File: src/sv/fpl_pkg.sv
// package for the frame plane layout block: transaction types, format and status codes
// and the line alignment helper; no dependencies
`default_nettype none

package fpl_pkg;

  // line pitch alignment in bytes, a power of two
  localparam int unsigned StrideAlign = 64;
  localparam logic [17:0] AlignAdd    = 18'(StrideAlign - 1);

  // pixel format codes
  localparam logic [2:0] FmtRgb888   = 3'd0;
  localparam logic [2:0] FmtBgr888   = 3'd1;
  localparam logic [2:0] FmtRgba8888 = 3'd2;
  localparam logic [2:0] FmtRaw8     = 3'd3;
  localparam logic [2:0] FmtYuv420p  = 3'd4;
  localparam logic [2:0] FmtNv12     = 3'd5;

  // status codes
  localparam logic [1:0] StatusOk        = 2'd0;
  localparam logic [1:0] StatusZeroDim   = 2'd1;
  localparam logic [1:0] StatusBadFormat = 2'd2;

  typedef struct packed {
    logic [13:0] frame_width;
    logic [13:0] frame_height;
    logic [2:0]  pixel_format;
  } fpl_req_t;

  typedef struct packed {
    logic [1:0]  status;
    logic [1:0]  plane_count;
    logic [15:0] luma_line_bytes;
    logic [16:0] luma_stride;
    logic [29:0] luma_plane_bytes;
    logic [13:0] chroma_line_bytes;
    logic [14:0] chroma_stride;
    logic [29:0] chroma_one_bytes;
    logic [14:0] chroma_two_stride;
    logic [29:0] chroma_two_bytes;
    logic [12:0] chroma_rows;
    logic [30:0] frame_bytes;
  } fpl_rsp_t;

  // line geometry handed from the format decode to the size calculation
  typedef struct packed {
    logic [1:0]  status;
    logic [1:0]  plane_count;
    logic [15:0] luma_line_bytes;
    logic [16:0] luma_stride;
    logic [13:0] luma_rows;
    logic [13:0] chroma_line_bytes;
    logic [14:0] chroma_stride;
    logic [12:0] chroma_rows;
    logic        chroma_two_en;
  } fpl_line_t;

  // round a byte count up to the next multiple of the alignment
  function automatic logic [17:0] align_up(logic [17:0] x);
    return (x + AlignAdd) & ~AlignAdd;
  endfunction

endpackage

`default_nettype wire

File: src/sv/fpl_line.sv
// format decode, line bytes and aligned strides of all planes
// depends on fpl_pkg
`default_nettype none

module fpl_line
  import fpl_pkg::*;
(
  input  fpl_req_t  req_i,
  output fpl_line_t line_o
);

  logic [15:0] width_ext;
  logic [15:0] width_x3;
  logic [15:0] width_x4;
  logic        zero_dim;
  logic [15:0] luma_line;
  logic [13:0] chroma_line;
  logic [17:0] luma_aligned;
  logic [17:0] chroma_aligned;

  assign width_ext = {2'b00, req_i.frame_width};
  assign width_x3  = (width_ext << 1) + width_ext;
  assign width_x4  = width_ext << 2;
  assign zero_dim  = (req_i.frame_width == '0) || (req_i.frame_height == '0);

  always_comb begin
    luma_line                = '0;
    chroma_line              = '0;
    line_o.status            = StatusOk;
    line_o.plane_count       = '0;
    line_o.luma_rows         = '0;
    line_o.chroma_rows       = '0;
    line_o.chroma_two_en     = 1'b0;
    if (zero_dim) begin
      line_o.status = StatusZeroDim;
    end else begin
      case (req_i.pixel_format)
        FmtRgb888, FmtBgr888: begin
          line_o.plane_count = 2'd1;
          luma_line          = width_x3;
          line_o.luma_rows   = req_i.frame_height;
        end
        FmtRgba8888: begin
          line_o.plane_count = 2'd1;
          luma_line          = width_x4;
          line_o.luma_rows   = req_i.frame_height;
        end
        FmtRaw8: begin
          line_o.plane_count = 2'd1;
          luma_line          = width_ext;
          line_o.luma_rows   = req_i.frame_height;
        end
        FmtYuv420p: begin
          line_o.plane_count   = 2'd3;
          luma_line            = width_ext;
          line_o.luma_rows     = req_i.frame_height;
          chroma_line          = req_i.frame_width >> 1;
          line_o.chroma_rows   = req_i.frame_height[13:1];
          line_o.chroma_two_en = 1'b1;
        end
        FmtNv12: begin
          line_o.plane_count = 2'd2;
          luma_line          = width_ext;
          line_o.luma_rows   = req_i.frame_height;
          chroma_line        = req_i.frame_width;
          line_o.chroma_rows = req_i.frame_height[13:1];
        end
        default: begin
          line_o.status = StatusBadFormat;
        end
      endcase
    end

    // a zero line aligns to zero, so unused planes stay zero
    luma_aligned             = align_up({2'b00, luma_line});
    chroma_aligned           = align_up({4'b0000, chroma_line});
    line_o.luma_line_bytes   = luma_line;
    line_o.chroma_line_bytes = chroma_line;
    line_o.luma_stride       = luma_aligned[16:0];
    line_o.chroma_stride     = chroma_aligned[14:0];
  end

endmodule

`default_nettype wire

File: src/sv/fpl_size.sv
// plane sizes from stride times rows and the frame total
// depends on fpl_pkg
`default_nettype none

module fpl_size
  import fpl_pkg::*;
(
  input  fpl_line_t line_i,
  output fpl_rsp_t  rsp_o
);

  logic [30:0] luma_prod;
  logic [27:0] chroma_prod;
  logic [29:0] chroma_bytes;
  logic [29:0] two_bytes;

  assign luma_prod    = 31'(line_i.luma_stride) * 31'(line_i.luma_rows);
  assign chroma_prod  = 28'(line_i.chroma_stride) * 28'(line_i.chroma_rows);
  assign chroma_bytes = {2'b00, chroma_prod};
  assign two_bytes    = line_i.chroma_two_en ? chroma_bytes : '0;

  always_comb begin
    rsp_o.status            = line_i.status;
    rsp_o.plane_count       = line_i.plane_count;
    rsp_o.luma_line_bytes   = line_i.luma_line_bytes;
    rsp_o.luma_stride       = line_i.luma_stride;
    rsp_o.luma_plane_bytes  = luma_prod[29:0];
    rsp_o.chroma_line_bytes = line_i.chroma_line_bytes;
    rsp_o.chroma_stride     = line_i.chroma_stride;
    rsp_o.chroma_one_bytes  = chroma_bytes;
    rsp_o.chroma_two_stride = line_i.chroma_two_en ? line_i.chroma_stride : '0;
    rsp_o.chroma_two_bytes  = two_bytes;
    rsp_o.chroma_rows       = line_i.chroma_rows;
    rsp_o.frame_bytes       = {1'b0, luma_prod[29:0]} + {1'b0, chroma_bytes}
                              + {1'b0, two_bytes};
  end

endmodule

`default_nettype wire

File: src/sv/frame_plane_layout.sv
// top level of the frame plane layout block: request register, layout logic, result register
// depends on fpl_pkg, fpl_line and fpl_size
`default_nettype none

// Frame plane layout. Each request transaction carries a frame width, height
// and pixel format; the block answers with one result transaction giving line
// bytes, aligned stride (64-byte pitch), plane size per plane and the frame
// total. Packed formats use one plane, NV12 two, YUV420P three; a zero width or
// height reports status 1 and an unknown format status 2, with all other fields
// zero. An accepted request is held in the request register, then the decode,
// the stride-times-rows multipliers and the sum feed the result register;
// backpressure on the result side can hold it there. A new request is taken
// every cycle; throughput is one transaction per cycle, limited only by
// backpressure on the result side. The block keeps no state between requests.

module frame_plane_layout
  import fpl_pkg::*;
(
  input  logic     clk_i,
  input  logic     rst_ni,
  input  logic     in_valid_i,
  output logic     in_ready_o,
  input  fpl_req_t in_req_i,
  output logic     out_valid_o,
  input  logic     out_ready_i,
  output fpl_rsp_t out_rsp_o
);

  // request stage
  logic      req_valid_q;
  fpl_req_t  req_q;
  // result stage
  logic      rsp_valid_q;
  fpl_rsp_t  rsp_q;

  fpl_line_t line;
  fpl_rsp_t  rsp_d;
  logic      advance;

  // the result register can load when empty or being drained this cycle
  assign advance    = !rsp_valid_q || out_ready_i;
  // the request register frees up when it moves forward or holds nothing
  assign in_ready_o = advance || !req_valid_q;

  always_ff @(posedge clk_i or negedge rst_ni) begin
    if (!rst_ni) begin
      req_valid_q <= 1'b0;
    end else if (in_ready_o) begin
      req_valid_q <= in_valid_i;
    end
  end

  always_ff @(posedge clk_i) begin
    if (in_ready_o && in_valid_i) begin
      req_q <= in_req_i;
    end
  end

  // format decode and strides
  fpl_line u_line (
    .req_i  (req_q),
    .line_o (line)
  );

  // plane sizes and total
  fpl_size u_size (
    .line_i (line),
    .rsp_o  (rsp_d)
  );

  always_ff @(posedge clk_i or negedge rst_ni) begin
    if (!rst_ni) begin
      rsp_valid_q <= 1'b0;
    end else if (advance) begin
      rsp_valid_q <= req_valid_q;
    end
  end

  always_ff @(posedge clk_i) begin
    if (advance && req_valid_q) begin
      rsp_q <= rsp_d;
    end
  end

  assign out_valid_o = rsp_valid_q;
  assign out_rsp_o   = rsp_q;

`ifndef SYNTHESIS
  // an error result carries nothing but its status
  assert property (@(posedge clk_i) disable iff (!rst_ni)
    out_valid_o && (out_rsp_o.status != StatusOk)
      |-> (out_rsp_o.plane_count == '0) && (out_rsp_o.frame_bytes == '0)
          && (out_rsp_o.luma_stride == '0))
    else $error("error result with nonzero layout");

  // a good result has planes and a pitch that covers the line
  assert property (@(posedge clk_i) disable iff (!rst_ni)
    out_valid_o && (out_rsp_o.status == StatusOk)
      |-> (out_rsp_o.plane_count != '0)
          && ({1'b0, out_rsp_o.luma_line_bytes} <= out_rsp_o.luma_stride))
    else $error("ok result with bad luma geometry");

  // plane two only exists for the three-plane format
  assert property (@(posedge clk_i) disable iff (!rst_ni)
    out_valid_o && (out_rsp_o.plane_count != 2'd3)
      |-> (out_rsp_o.chroma_two_stride == '0) && (out_rsp_o.chroma_two_bytes == '0))
    else $error("plane two set without three planes");

  // a waiting request moves into an emptied result register
  assert property (@(posedge clk_i) disable iff (!rst_ni)
    req_valid_q && advance |=> out_valid_o)
    else $error("request lost between stages");
`endif

endmodule

`default_nettype wire
File: config.mk
export PLATFORM = sky130hd
export DESIGN_NAME = frame_plane_layout
export DESIGN_NICKNAME = d
export VERILOG_FILES = /design/src/sv/fpl_pkg.sv /design/src/sv/fpl_line.sv /design/src/sv/fpl_size.sv /design/src/sv/frame_plane_layout.sv
export SDC_FILE = /design/constraint.sdc
export NUM_CORES = 1
export LEC_CHECK = 0
export BUFFER_PORTS_ARGS = -buffer_cell sky130_fd_sc_hd__buf_2
export CORE_ASPECT_RATIO = 1.4
export CORE_MARGIN = 3
export CORE_UTILIZATION = 50
export DETAILED_ROUTE_END_ITERATION = 16
export PLACE_DENSITY = 0.78
export SETUP_SLACK_MARGIN = 0.4
export SYNTH_ARGS = -nofsm -noshare
export SYNTH_HDL_FRONTEND = slang
export SYNTH_SLANG_ARGS = --single-unit
File: constraint.sdc
create_clock -name clk_i -period 14.41 [get_ports clk_i]
set_input_delay 0 -clock clk_i [delete_from_list [all_inputs] [get_ports clk_i]]
set_output_delay 0 -clock clk_i [all_outputs]
set_load 0.01 [all_outputs]
==> impl_results.md, run 1 <==
- Status: finished, final reports clean
- Power per cell area: 141 mW/mm2
- IO buf count: 205
- RR Endpoint: out_rsp_o[29]
- Buffer depth of the longest clock path: 3
- Combinational share of power: 51.7%
- Overall routing resource usage: 24.4%
- Largest net degree at the start of global routing: 86
- Max stage delay cell, worst path: o21ai_1
- Cell depth of the worst flop-to-flop path: 34
- Dpl cell area: 0.0200 mm2
- Diode count: 0
- Hold Path Cell Cnt: 2
- Die Area: 0.0398 mm2
- GRT Residual Overflow: 0
- Worst hold path class: in -> reg
- Setup bufs post-CTS: 0
- Gpl congestion: 0.943
- Setup TNS: 0 ns
- Share of layout cells above drive strength 1: 14.1%
- CP max stage delay: 1.04 ns
- Initial core utilization: 50.8%
- CTS sink cnt: 202
- Final Util: 57.4%
- Die height: 235 um
- Flop pwr share: 28.5%
- Initial DRC Count: 837
- Hold path start: in_req_i[17]
- Asr flop ratio synth: 0.990%
- Final min period: 11.81 ns
- Slew at the pin closest to its max-slew limit: 1.35 ns
- Most frequent cell after synthesis: inv_1
- Crit. End Element: flip-flop
- P&R area growth vs syn: 13.0%
- Die width: 169 um
- Area leader, netlist: edfxtp_1
- Post-place setup slack: 2.75 ns
- Drt first pass iters: 5
- Clock Power Share: 19.8%
- Final wirelength: 47700 um
- Cell count after synthesis: 1807
- Net Sw Frac: 41.3%
- Worst-path clk slew: 0.06 ns
- Post-DP HPWL: 37200 um
- Root buffer cell: clkbuf_16
- Yosys cell types: 88
- Count of pins over their slew limit: 0
- RSZ-0062 raised after global routing: false
- Yosys warns: 0
- Post-synthesis cell area: 0.0187 mm2
- Via count: 13700
- Maximum VDD drop: 0.115 mV
- Worst-Skew Late Latency: 0.55 ns
- Worst Slack Setup Final: 2.60 ns
- Commonest cells post-synth: inv_1 (312), nand2_1 (219), fa_1 (208), edfxtp_1 (200), ha_1 (145)
- Post-DRT Antenna Nets: 0
- Drt via density: 5.43
- Worst rel slew slack: 9.15%
- Worst R2R Start: req_q[19]
- Layout Nets: 2420
- Routed len/inst: 19.0 um
- Final period utilization: 82.0%
- WS Path Type: reg -> reg
- Most used cell, CP: fa_1
- # setup viols final: 0
- Gates resized, CTS repair: 0
- Seq/Total Area, Yosys: 32.4%
- Top cells by area, synth: edfxtp_1 (32%), fa_1 (22%), ha_1 (9.7%), inv_1 (6.3%), nand2_1 (4.4%)
- Int Power: 0.00175 W
- CTS tree: done
- Final Skew: 0.0219 ns
- Fill count: 3131
- CP Data Required Time: 14.69 ns
- Number of global-route vias before repair: 14700
- Crit path launch type: flip-flop
- Post-synth top flop: edfxtp_1
- Switching power total: 0.00123 W
- H-tree levels: 1
- First-pass GRT wire length: 77200 um
- CTS Buf Count: 22
- Max Clk Rate: 84.6 MHz
- Number of synthesized register bits: 202
- Synth top area share: 32.1%
- WP data arrival: 12.09 ns
- Fin area: 0.0211 mm2
- Post-cts hold buffer count: 36
- Maxcap violations: 0
- Reg2reg setup slack: 2.60 ns
- Crit path max fanout: 15
- Initial antenna violation count: 0
- Final number of hold-violating endpoints: 0
- Core ar.: 0.0368 mm2
- Hold path endpoint: req_q[17]
- Post-synth EDFFs: 200
- Avg Cell Area, Syn: 10.3 um2
- I/O pin count: 252
- Cell Rows: 83
- LEAKAGE: 10.3 nW
- Drt drc: 0
-- flip-flops by register name (all words and copies together) (netlist names) --
| name | flops |
|---|---|
| req_valid_q | 1 |
| out_rsp_o | 169 |
| out_valid_o | 1 |
| req_q | 31 |
-- through the flow --
step	std cells	hold WS, ns	total power, W
2_1_floorplan	1853	-0.296	0.00197
3_3_place_gp	2439	-0.208	0.00231
3_5_place_dp	2439	-0.205	0.00238
4_1_cts	2515	0.131	0.00299
5_1_grt	2515	0.157	0.00323
6_report	2515	0.161	0.00299
-- final cells by class --
| cell class | instances | area, um2 | area share (%) |
|---|---|---|---|
| clock buffers | 23 | 554 | 2.63 |
| clock inverters | 17 | 205 | 0.972 |
| inverters | 317 | 1190 | 5.64 |
| multi-input cells | 1233 | 11000 | 52.2 |
| flip-flops and latches | 202 | 6060 | 28.7 |
| well taps | 467 | 584 | 2.77 |
| repair buffers | 256 | 1500 | 7.10 |
-- worst max path at each step --
stage | from | slack, ns | end
2_1_floorplan | req_q[18] | 4.20 | out_rsp_o[29]
3_3_place_gp | req_q[24] | 3.01 | out_rsp_o[29]
3_5_place_dp | req_q[18] | 2.75 | out_rsp_o[29]
4_1_cts | req_q[19] | 2.66 | out_rsp_o[29]
5_1_grt | req_q[19] | 1.91 | out_rsp_o[29]
6_report | req_q[19] | 2.60 | out_rsp_o[29]
-- placed cells by master (no fill, tap or decap), types with 30 or more instances in the layout --
| master | count |
|---|---|
| a21oi_1 | 60 |
| fa_1 | 208 |
| and2_1 | 100 |
| buf_2 | 205 |
| edfxtp_1 | 200 |
| nand2_1 | 219 |
| and3_1 | 30 |
| conb_1 | 47 |
| xnor2_1 | 51 |
| inv_1 | 312 |
| nor2_1 | 101 |
| ha_1 | 145 |
| dlygate4sd3_1 | 36 |
-- logic make-up (layout without fill, tap and decap cells) --
logic type | Yosys count | after routing | synth area share [%]
and+or+nand+nor | 551 | 551 | 14.4
buffers and inverters | 418 | 613 | 9.52
adders and majority gates | 353 | 353 | 32.0
DFF | 202 | 202 | 32.4
AOI/OAI and AO/OA | 194 | 194 | 7.19
xor gates and xnor gates | 77 | 77 | 3.80
muxes | 11 | 11 | 0.609
other | 1 | 47 | 0.0201
-- worst max-delay path, delay by kind of cell, from the launching register on --
family                   cells  cell delay (ns)
AO/OA/AOI/OAI               10             3.42
XOR/XNOR                     3             1.42
adder cells (fa/ha/maj)      9             3.90
buffers and inverters        5             0.37
flip-flops                   1             0.53
AND/OR/NAND/NOR              7             1.86
-- layer usage --
| metal | GRT usage (%) | up-vias | routed length [um] |
|---|---|---|---|
| met5 | 0 | - | 0 |
| met4 | 12.1 | 0 | 2640 |
| met3 | 3.15 | 156 | 2490 |
| met2 | 44.7 | 532 | 25200 |
| met1 | 27.7 | 6751 | 17400 |
| li1 | - | 6219 | - |
-- power by group through the flow --
stage	clock, W	sequential, W	combinational (W)
floorplan	0	0.000902	0.00107
global placement	0	0.000860	0.00145
detailed placement	0	0.000864	0.00152
CTS	0.000605	0.000852	0.00154
global route	0.000627	0.000858	0.00174
finish	0.000592	0.000850	0.00155
Power figures use the tool's default switching activity.
==> run 2, diff against run 1 <==
PLACE_DENSITY = 0.81   (was 0.78)
clock period = 10.2 ns   (was 14.41 ns; I/O delays follow)
==> run 2 against run 1 <==
  * Sequential share of layout area is 2.3 points lower
  * Hold slack better by 0.014 ns
  * Sequential power is 41% higher
  * Die area stayed put
  * Final cell count is 6.6% higher
  * Via count is 7.7% higher
  * Critical path depth is 8 higher
  * Combinational power is 97% higher
==> impl_results.md, run 2 (same netlist as run 1, synthesis figures left out) <==
- GRT Residual Overflow: 0
- DP Cell Count: 2554
- Worst-Skew Late Latency: 0.54 ns
- Die width: 169 um
- CP Data Required Time: 10.48 ns
- Root buffer cell: clkbuf_16
- Drt via density: 5.49
- Drt drc: 0
- Via count: 14700
- Layout Nets: 2586
- Max reg flops: 169
- Routed len/inst: 19.2 um
- CTS tree: done
- Most used cell, CP: fa_1
- Final number of hold-violating endpoints: 0
- Crit path launch type: flip-flop
- Buffer depth of the longest clock path: 3
- Total Power Consumption: 0.00497 W
- Maxcap violations: 0
- Number of global-route vias before repair: 15500
- Final period utilization: 97.1%
- Max stage delay cell, worst path: fa_1
- Status: finished, final reports clean
- Cell Rows: 83
- Max Clk Rate: 101 MHz
- First-pass GRT wire length: 79900 um
- H-tree levels: 1
- Final min period: 9.90 ns
- Die height: 235 um
- Maximum VDD drop: 0.217 mV
- Overall routing resource usage: 25.3%
- Post-place setup slack: -0.0798 ns
- WHS: 0.175 ns
- Final Skew: 0.0104 ns
- Crit path max fanout: 4
- Post-Layout Cell Count: 2680
- CTS Buf Count: 21
- Share of layout cells above drive strength 1: 24.6%
- Worst-path clk slew: 0.06 ns
- Core ar.: 0.0368 mm2
- Fill count: 2877
- Worst rel slew slack: 35.5%
- Crit. End Element: flip-flop
- WS Path Type: reg -> reg
- P&R area growth vs syn: 22.8%
- Gpl congestion: 0.967
- Post-DP HPWL: 39300 um
- Worst Slack Setup Final: 0.298 ns
- Worst hold path class: in -> reg
- Count of pins over their slew limit: 0
- RSZ-0062 raised after global routing: true
- Setup TNS: 0 ns
- CP max stage delay: 0.55 ns
- Initial core utilization: 50.8%
- Largest net degree at the start of global routing: 76
- IO buf count: 205
- Initial DRC Count: 1270
- I/O pin count: 252
- Post-DRT Antenna Nets: 0
- Diode count: 0
- Commonest non-fill, non-tap cell in the layout: inv_1
- Slew at the pin closest to its max-slew limit: 0.967 ns
- Final wirelength: 51400 um
- Initial antenna violation count: 0
- Die Area: 0.0398 mm2
- LEAKAGE: 11.2 nW
- Power per cell area: 217 mW/mm2
- WP data arrival: 10.18 ns
- CTS sink cnt: 202
- # setup viols final: 0
- Drt first pass iters: 5
- Most frequent cells in the layout: inv_1 (300), nand2_1 (213), buf_2 (205)
## run 2: layout make-up
cell class | count | area, um2 | area share (%)
Multi-Input combinational cell | 1233 | 11600 | 50.8
Sequential cell | 202 | 6060 | 26.4
Timing Repair Buffer | 423 | 2840 | 12.4
Inverter | 317 | 1190 | 5.19
Tap cell | 467 | 584 | 2.55
Clock buffer | 24 | 537 | 2.34
Clock inverter | 14 | 87.6 | 0.382
## run 2: final timing paths
path | slack [ns] | to | cells after the start | startpoint
min in group asynchronous | 0.34 | req_valid_q | 3 | rst_ni
hold / removal | 0.17 | req_q[1] | 2 | in_req_i[1]
hold reg to reg | 0.54 | out_valid_o | 1 | req_valid_q
max in group asynchronous | 9.73 | out_valid_o | 3 | rst_ni
setup / recovery | 0.30 | out_rsp_o[29] | 42 | req_q[18]
setup reg to reg | 0.30 | out_rsp_o[29] | 42 | req_q[18]
## run 2: timing repair
| action | in CTS | in global routing |
|---|---|---|
| pin swaps | 82 | 60 |
| hold buffers | 36 | 0 |
| endpoints found under the hold margin | 35 | 0 |
| gates cloned | 1 | 0 |
| buffers inserted | 33 | 18 |
| setup endpoints to repair | 7 | 8 |
| resized for setup | 79 | 62 |
## run 2: per-stage QoR
step	cell area, um2	utilization [%]
2_1_floorplan	18900	-
3_3_place_gp	20900	56.8
3_5_place_dp	20900	56.8
4_1_cts	22500	61.3
5_1_grt	22900	62.4
6_report	22900	62.4
## run 2: worst max-delay path: cells and delay by family (launching register included)
kind,cells,cell delay [ns]
xor+xnor,3,0.59
buf+inv,9,0.89
simple gates,7,1.24
flops,1,0.44
compound gates,14,2.80
fa+ha+maj,9,3.65
## run 2: metal layers
| layer | GRT usage (%) | wire length, um | up-vias |
|---|---|---|---|
| li1 | - | - | 6541 |
| met1 | 27.4 | 17800 | 7277 |
| met2 | 47.1 | 27500 | 684 |
| met3 | 2.86 | 2900 | 208 |
| met4 | 14.1 | 3240 | 0 |
| met5 | 0 | 0 | - |
## run 2: power by group
part           switching [W]  internal [W]  leakage, nW
clock network       0.000335      0.000384        0.309
logic                0.00164       0.00142         8.85
registers          0.0000500       0.00115         2.00
==> run 3, diff against run 2 <==
CORE_UTILIZATION = 54   (was 50)
PLACE_DENSITY = 0.86   (was 0.81)
==> run 3 against run 2 <==
  * Hold slack worse by 0.0025 ns
  * Critical path depth down 1
  * Sequential cell count unchanged
  * Wire length up 3.5%
  * Sequential power about the same
  * Largest power group unchanged
  * Highest routed layer unchanged
==> impl_results.md, run 3 (same netlist as run 1, synthesis figures left out) <==
- Drt via density: 5.62
- Worst hold path class: in -> reg
- Die width: 163 um
- Final min period: 10.08 ns
- Fill count: 2346
- CTS tree: done
- Crit. End Element: flip-flop
- Post-DRT Antenna Nets: 0
- Worst R2R Start: req_q[18]
- Worst Slack Setup Final: 0.121 ns
- Drt first pass iters: 5
- IO buf count: 205
- Drt drc: 0
- WP data arrival: 10.35 ns
- Final Skew: 0.0341 ns
- Initial DRC Count: 1233
- LEAKAGE: 11.1 nW
- H-tree levels: 1
- Hold path start: in_req_i[30]
- P&R area growth vs syn: 23.5%
- Core ar.: 0.0341 mm2
- Max Clk Rate: 99.2 MHz
- Post-Layout Cell Count: 2654
- Cell Rows: 80
- Max reg flops: 169
- Setup TNS: 0 ns
- Fin area: 0.0231 mm2
- Share of layout cells above drive strength 1: 25.5%
- Commonest non-fill, non-tap cell in the layout: inv_1
- Most frequent cells in the layout: inv_1 (297), nand2_1 (211), buf_2 (205)
- Status: finished, final reports clean
- Gpl congestion: 0.970
- Buffer depth of the longest clock path: 3
- Worst-Skew Late Latency: 0.54 ns
- DP Cell Count: 2510
- Final wirelength: 53200 um
- CTS Buf Count: 21
- Worst Setup SP: req_q[18]
- Count of pins over their slew limit: 0
- Worst rel slew slack: 27.8%
- Max stage delay cell, worst path: fa_1
- Initial core utilization: 54.7%
- Die Area: 0.0369 mm2
- Via count: 14900
- CTS sink cnt: 202
- Diode count: 0
- Overall routing resource usage: 27.5%
- I/O pin count: 252
- First-pass GRT wire length: 79400 um
- Critical Path End: out_rsp_o[29]
- Slew at the pin closest to its max-slew limit: 1.08 ns
- WHS: 0.172 ns
- Reg2reg setup slack: 0.12 ns
- CP max stage delay: 0.58 ns
- Routed len/inst: 20.0 um
- Maxcap violations: 0
- Cell depth of the worst flop-to-flop path: 41
- GRT Residual Overflow: 0
- Final number of hold-violating endpoints: 0
- Post-DP HPWL: 38500 um
- Crit path max fanout: 5
- Post-place setup slack: -0.0432 ns
- Die height: 226 um
- WS Path Type: reg -> reg
- Crit path launch type: flip-flop
- Initial antenna violation count: 0
- Layout Nets: 2579
- Root buffer cell: clkbuf_16
- Maximum VDD drop: 0.203 mV
- Dpl cell area: 0.0207 mm2
- Largest net degree at the start of global routing: 80
- RR Endpoint: out_rsp_o[29]
- RSZ-0062 raised after global routing: true
- Power per cell area: 221 mW/mm2
- Number of global-route vias before repair: 15500
- Worst-path clk slew: 0.07 ns
- # setup viols final: 0
- CP Data Required Time: 10.47 ns
- Final period utilization: 98.8%
## run 3: stage by stage
step,util (%),total power (W)
after floorplan,-,0.00279
after global placement,60.5,0.00348
after detailed placement,60.5,0.00359
after CTS,64.9,0.00463
after global routing,67.6,0.00543
final,67.6,0.00511
## run 3: worst min path at each step
stage | cells after the start | to | slack (ns)
after CTS | 2 | req_q[21] | 0.15
after global placement | 1 | out_valid_o | -0.21
after global routing | 2 | req_q[26] | 0.18
after detailed placement | 1 | out_valid_o | -0.21
after floorplan | 0 | out_valid_o | -0.30
final | 2 | req_q[30] | 0.17
## run 3: what timing repair did
item,4_1_cts,5_1_grt
hold buffers,36,0
pin swaps,7,101
resized for setup,29,135
gates cloned,0,1
buffers inserted,37,35
setup endpoints to repair,7,7
hold endpoints to repair,35,0
## run 3: critical path: cells and delay by family, from the launching register on
family                     cells  cell delay [ns]
AOI/OAI and AO/OA             15             3.07
DFF                            1             0.45
adders and majority gates      9             3.59
buffers and inverters          7             0.70
xor gates and xnor gates       3             0.54
and+or+nand+nor                7             1.43
## run 3: cell type report
type	instances	area (um2)	area share, %
multi-input combinational	1233	11800	51.0
sequential	202	6060	26.2
timing repair buffer	416	2790	12.1
inverter	317	1190	5.17
tap	451	564	2.44
clock buffer	21	526	2.28
clock inverter	14	190	0.824
## run 3: per-layer routing
metal  part of all wire (%)  track usage [%]  up-vias  wire [um]
met3                    6.5             3.08      293       3460
met4                    8.4             17.6        0       4470
met5                      0                0        -          0
li1                       -                -     6526          -
met2                     52             50.2      846      27400
met1                     34             30.1     7240      17800
## run 3: power by group
| group | internal (W) | leakage [nW] | switching [W] | total [W] |
|---|---|---|---|---|
| sequential | 0.00115 | 2.00 | 0.0000482 | 0.00120 |
| clock | 0.000481 | 0.348 | 0.000334 | 0.000814 |
| combinational | 0.00140 | 8.80 | 0.00170 | 0.00310 |
| total | 0.00303 | 11.1 | 0.00208 | 0.00511 |
